===== src/frt_ram.sv =====
// ----------------------------------------------------------------------------
// Generic synchronous RAM
// One write port and one read port, read data registered.
// ----------------------------------------------------------------------------
module frt_ram #(
	parameter int Width = 8,
	parameter int Depth = 16
) (
	input  logic                     clk,
	input  logic                     we,
	input  logic [$clog2(Depth)-1:0] waddr,
	input  logic [Width-1:0]         wdata,
	input  logic [$clog2(Depth)-1:0] raddr,
	output logic [Width-1:0]         rdata
);

	logic [Width-1:0] mem_q [Depth];

	always_ff @(posedge clk) begin
		if (we) begin
			mem_q[waddr] <= wdata;
		end
		rdata <= mem_q[raddr];
	end

endmodule


===== config.mk =====
export PLATFORM = sky130hd
export DESIGN_NAME = frt_ram
export DESIGN_NICKNAME = d
export VERILOG_FILES = /design/src/frt_ram.sv
export SDC_FILE = /design/constraint.sdc
export NUM_CORES = 1
export LEC_CHECK = 0
export BUFFER_PORTS_ARGS = -buffer_cell sky130_fd_sc_hd__buf_2
export CAP_MARGIN = 0
export CELL_PAD_IN_SITES_DETAIL_PLACEMENT = 0
export CELL_PAD_IN_SITES_GLOBAL_PLACEMENT = 1
export CORE_MARGIN = 4
export CORE_UTILIZATION = 45
export CTS_CLUSTER_SIZE = 10
export DETAILED_ROUTE_END_ITERATION = 8
export PLACE_DENSITY_LB_ADDON = 0.3
export SYNTH_ARGS = -nofsm -noshare
export SYNTH_HDL_FRONTEND = slang
export SYNTH_SLANG_ARGS = --single-unit

===== constraint.sdc =====
create_clock -name clk -period 3.7 [get_ports clk]
set_input_delay 0.185 -clock clk [delete_from_list [all_inputs] [get_ports clk]]
set_output_delay 0.185 -clock clk [all_outputs]
set_load 0.05 [all_outputs]

; Word level (Yosys, flattened, before mapping)
; Memory sizes are Yosys's and may differ from the RTL's. A register that Yosys moved wholly into a read port is not among the register bits.
; Cells that the tools add are included.
; Widths: inputs -> output; s select.
[classes]
n_mux = 2
[op_table]
columns = op, count
row1 = $mux 1, 2
[word_totals]
ff_bits = 0
mem_bits_rw = 128
in_bits = 18
out_inout_bits = 8
wordCells = 3
memories = 1
[mem_list]
columns = name, depth, width, read_ports, rd_clocked_by_memory_dff, wr, line
row1 = mem_q, 16, 8, 1, 1, 1, 17  ; logic [Width-1:0] mem_q [Depth];

; Longest topological paths before layout
[logic_depth]
depth_word = 2
mapped_depth = 5
depth_no_buf = 3

; Least setup slack after synthesis
; Ideal clock, no wire load.
[synth_timing]
path_type = input to register
from = input port waddr[2]
to = memory mem_q[0][0] (enable)
setup_ns = 0.383
arrival_ns = 1.295
required_ns = 3.317
setup_slack_ns = 2.022
cell_stages = 2
n_path_buf = 0
path_cell_list = or3b_2 nor3_1
[synth_rtl]
columns = item, line
row1 = start: declaration, 11  ; input logic [$clog2(Depth)-1:0] waddr,
row2 = end: declaration, 17
; No word-level cell before the write port.

==> metrics.txt <==
# TYPE chip_impl_metric gauge
chip_impl_info{name="critPathLaunchType",value="primary input"} 1
chip_impl_metric{name="cts_post_setup_buffers_inserted",unit=""} 0
chip_impl_metric{name="cts_inserted_buffers",unit=""} 17
chip_impl_info{name="hold_path_class",value="primary input to register"} 1
chip_impl_metric{name="synth_fp_nets",unit=""} 247
chip_impl_metric{name="slew_headroom",unit="%"} 33.9
chip_impl_metric{name="yosysSeqAreaShare",unit="%"} 77.8
chip_impl_metric{name="synth-seq-cells",unit=""} 136
chip_impl_metric{name="global_route_wire_length_before_repair",unit="microns"} 15300
chip_impl_metric{name="maxClockFrequency",unit="MHz"} 586
chip_impl_metric{name="finalNetCount",unit=""} 284
chip_impl_metric{name="cts_max_path_buffers",unit=""} 2
chip_impl_metric{name="synth_area_per_cell",unit="sq um"} 22.5
chip_impl_metric{name="htreeDepth",unit=""} 4
chip_impl_metric{name="gp_congestion",unit=""} 0.753
chip_impl_metric{name="critPathArrivalTime",unit="ps"} 2000
chip_impl_metric{name="worst_slew_pin_slew",unit="ps"} 987
chip_impl_metric{name="fin_tns_setup",unit="ps"} 0
chip_impl_metric{name="timing.critical_path.fanout_max",unit=""} 21
chip_impl_metric{name="fp.dieH",unit="microns"} 115
chip_impl_metric{name="timing.final.hold_violations",unit=""} 0
chip_impl_metric{name="hold_buffers",unit=""} 0
chip_impl_metric{name="routed_wl",unit="microns"} 9880
chip_impl_metric{name="detail_route.wirelength.met1",unit="microns"} 4260
chip_impl_metric{name="wl_met2",unit="microns"} 4820
chip_impl_metric{name="synth_area",unit="sq um"} 5150
chip_impl_metric{name="yosys.cell_types.count",unit=""} 19
chip_impl_metric{name="first_global_vias",unit=""} 2425
chip_impl_metric{name="initial_utilization",unit="%"} 46.7
chip_impl_metric{name="report.final.slew_viol_count",unit=""} 0
chip_impl_metric{name="layout_cell_share_with_drive_strength_beyond_1",unit="%"} 28.0
chip_impl_metric{name="via_count",unit=""} 2435
chip_impl_metric{name="drt_drc_violations_left",unit=""} 0
chip_impl_metric{name="final-setup-viol-count",unit=""} 0
chip_impl_metric{name="chipWidth",unit="microns"} 115
chip_impl_info{name="clock_tree.root_cell",value="clkbuf_16"} 1
chip_impl_metric{name="place.detailed.hpwl",unit="microns"} 6190
chip_impl_info{name="routed.top_layer",value="met4"} 1
chip_impl_info{name="mostFrequentLayoutCells",value="edfxtp_1, buf_2, mux4_2, clkbuf_16, a22oi_1"} 1
chip_impl_metric{name="fin_hold_ws",unit="ps"} 162
chip_impl_metric{name="area_growth_syn_to_layout",unit="%"} 15.5
chip_impl_metric{name="netlist_instances",unit=""} 229
chip_impl_metric{name="grt_start_max_net_pins",unit=""} 33
chip_impl_metric{name="detail_route.wl_per_cell",unit="microns"} 23.6
chip_impl_metric{name="detail_route.iter0.violations",unit=""} 175
chip_impl_info{name="rsz0062_at_grt",value="false"} 1
chip_impl_metric{name="drt_pre_antenna_iters",unit=""} 7
chip_impl_info{name="status",value="completed"} 1
chip_impl_metric{name="floorplan.core_area",unit="sq um"} 11000
chip_impl_metric{name="cts_num_sinks",unit=""} 136
chip_impl_metric{name="crit_path_time_final",unit="ps"} 1710
chip_impl_metric{name="worst-endpoint-required",unit="ps"} 3990
chip_impl_metric{name="floorplan.io_pins",unit=""} 26
chip_impl_metric{name="max-vdd-ir-drop",unit="V"} 0.000216
chip_impl_info{name="endpoint_type_of_the_worst_setup_path",value="register"} 1
chip_impl_metric{name="globalRoute.totalOverflow",unit=""} 0
chip_impl_metric{name="max-cap-violations",unit=""} 0
chip_impl_metric{name="p_per_area",unit="nW/um^2"} 582
chip_impl_info{name="critPathKind",value="primary input to register"} 1
chip_impl_metric{name="avgViaCountPerCell",unit=""} 5.81
chip_impl_metric{name="drtAntennaViolNets",unit=""} 0
chip_impl_info{name="layout_commonest_cell",value="edfxtp_1"} 1
chip_impl_metric{name="clock_transition_at_the_registers_of_the_reported_paths",unit="ps"} 60
chip_impl_metric{name="grt_antenna_before_repair",unit=""} 0
chip_impl_metric{name="post_cts_resized",unit=""} 0
chip_impl_metric{name="design.die.area",unit="sq um"} 13200
chip_impl_metric{name="fill_cell_count",unit=""} 863
chip_impl_metric{name="io_buffers",unit=""} 25
chip_impl_metric{name="grt_usage",unit="%"} 16.5
chip_impl_metric{name="fp-row-count",unit=""} 38
chip_impl_metric{name="clock_skew",unit="ps"} 8.35
chip_impl_metric{name="worst_skew_pair.late_latency",unit="ps"} 410
chip_impl_info{name="cts_tree",value="yes"} 1
chip_impl_metric{name="power.static_leakage",unit="uW"} 0.00199
chip_impl_metric{name="antenna-diode-count",unit=""} 0
chip_impl_metric{name="post-route-period-util",unit="%"} 46.1
chip_impl_metric{name="routed-wl-met3",unit="microns"} 723
chip_impl_metric{name="yosysWarningCount",unit=""} 0
==> per-stage QoR <==
stage	area [sq um]	utilization, %	setup slack (ps)	total power (uW)	instances
floorplan	5150	-	2020	1890	229
global placement	5390	48.9	1580	1950	387
detailed placement	5390	48.9	1540	1950	387
CTS	5950	53.9	1970	3490	419
global route	5950	53.9	1830	3580	419
finish	5950	53.9	1990	3460	419
==> final cells by class <==
class	count	area [sq um]	area share [%]
timing repair buffer	28	148	2.48
multi-input combinational	83	1070	18.0
sequential	136	4000	67.3
clock buffer	23	478	8.04
clock inverter	9	73.8	1.24
tap	140	175	2.95
==> flip-flops by register name, summed over array words and instances, names as in the netlist <==
| register | cells |
|---|---|
| mem_q | 128 |
| rdata | 8 |
==> kinds of logic after synthesis <==
group / synth area share [%]
compound gates: 2.33
flops: 77.8
simple gates: 3.18
buf+inv: 1.68
mux: 15.0
==> cells in the mapped netlist <==
master           count  area share [%]
edfxtp_1           128              75
mux4_2              18             7.9
a22oi_1             16             2.3
mux4_1              14             7.1
nor2_1              13            0.95
nand2_1              9            0.66
dfxtp_1              8             3.1
nor3_1               4            0.39
buf_2                3            0.29
buf_6                3            0.66
clkdlybuf4s25_2      3            0.58
nand2b_1             2            0.24
nand3b_1             2            0.29
and2_1               1            0.12
and2b_1              1            0.15
buf_4                1            0.15
nand3_1              1           0.097
nor2b_1              1            0.12
or3b_2               1            0.17
==> final timing paths <==
check	from	end	slack, ps	cells past startpoint
max reg2reg	mem_q[3][7]$_DFFE_PP_	rdata[7]$_DFF_P_	2270	3
min	wdata[0]	mem_q[13][0]$_DFFE_PP_	160	1
max	raddr[0]	rdata[1]$_DFF_P_	1990	5
min reg2reg	mem_q[14][5]$_DFFE_PP_	rdata[5]$_DFF_P_	660	3
==> critical path, cell delays in order <==
cell and delay [ps]:
buf_2 550, buf_4 370, mux4_1 590, a22oi_1 210, nand2_1 70
==> report_power, final <==
| group | internal [uW] | switching (uW) |
|---|---|---|
| Sequential | 1720 | 10.3 |
| Combinational | 62.5 | 123 |
| Clock | 969 | 573 |
==> routing by layer <==
layer	vias up	global-route usage (%)
met5	-	0
met4	0	5.63
met3	6	5.26
met2	90	24.9
met1	1290	23.0
li1	1049	-
Power figures use the tool's default switching activity.
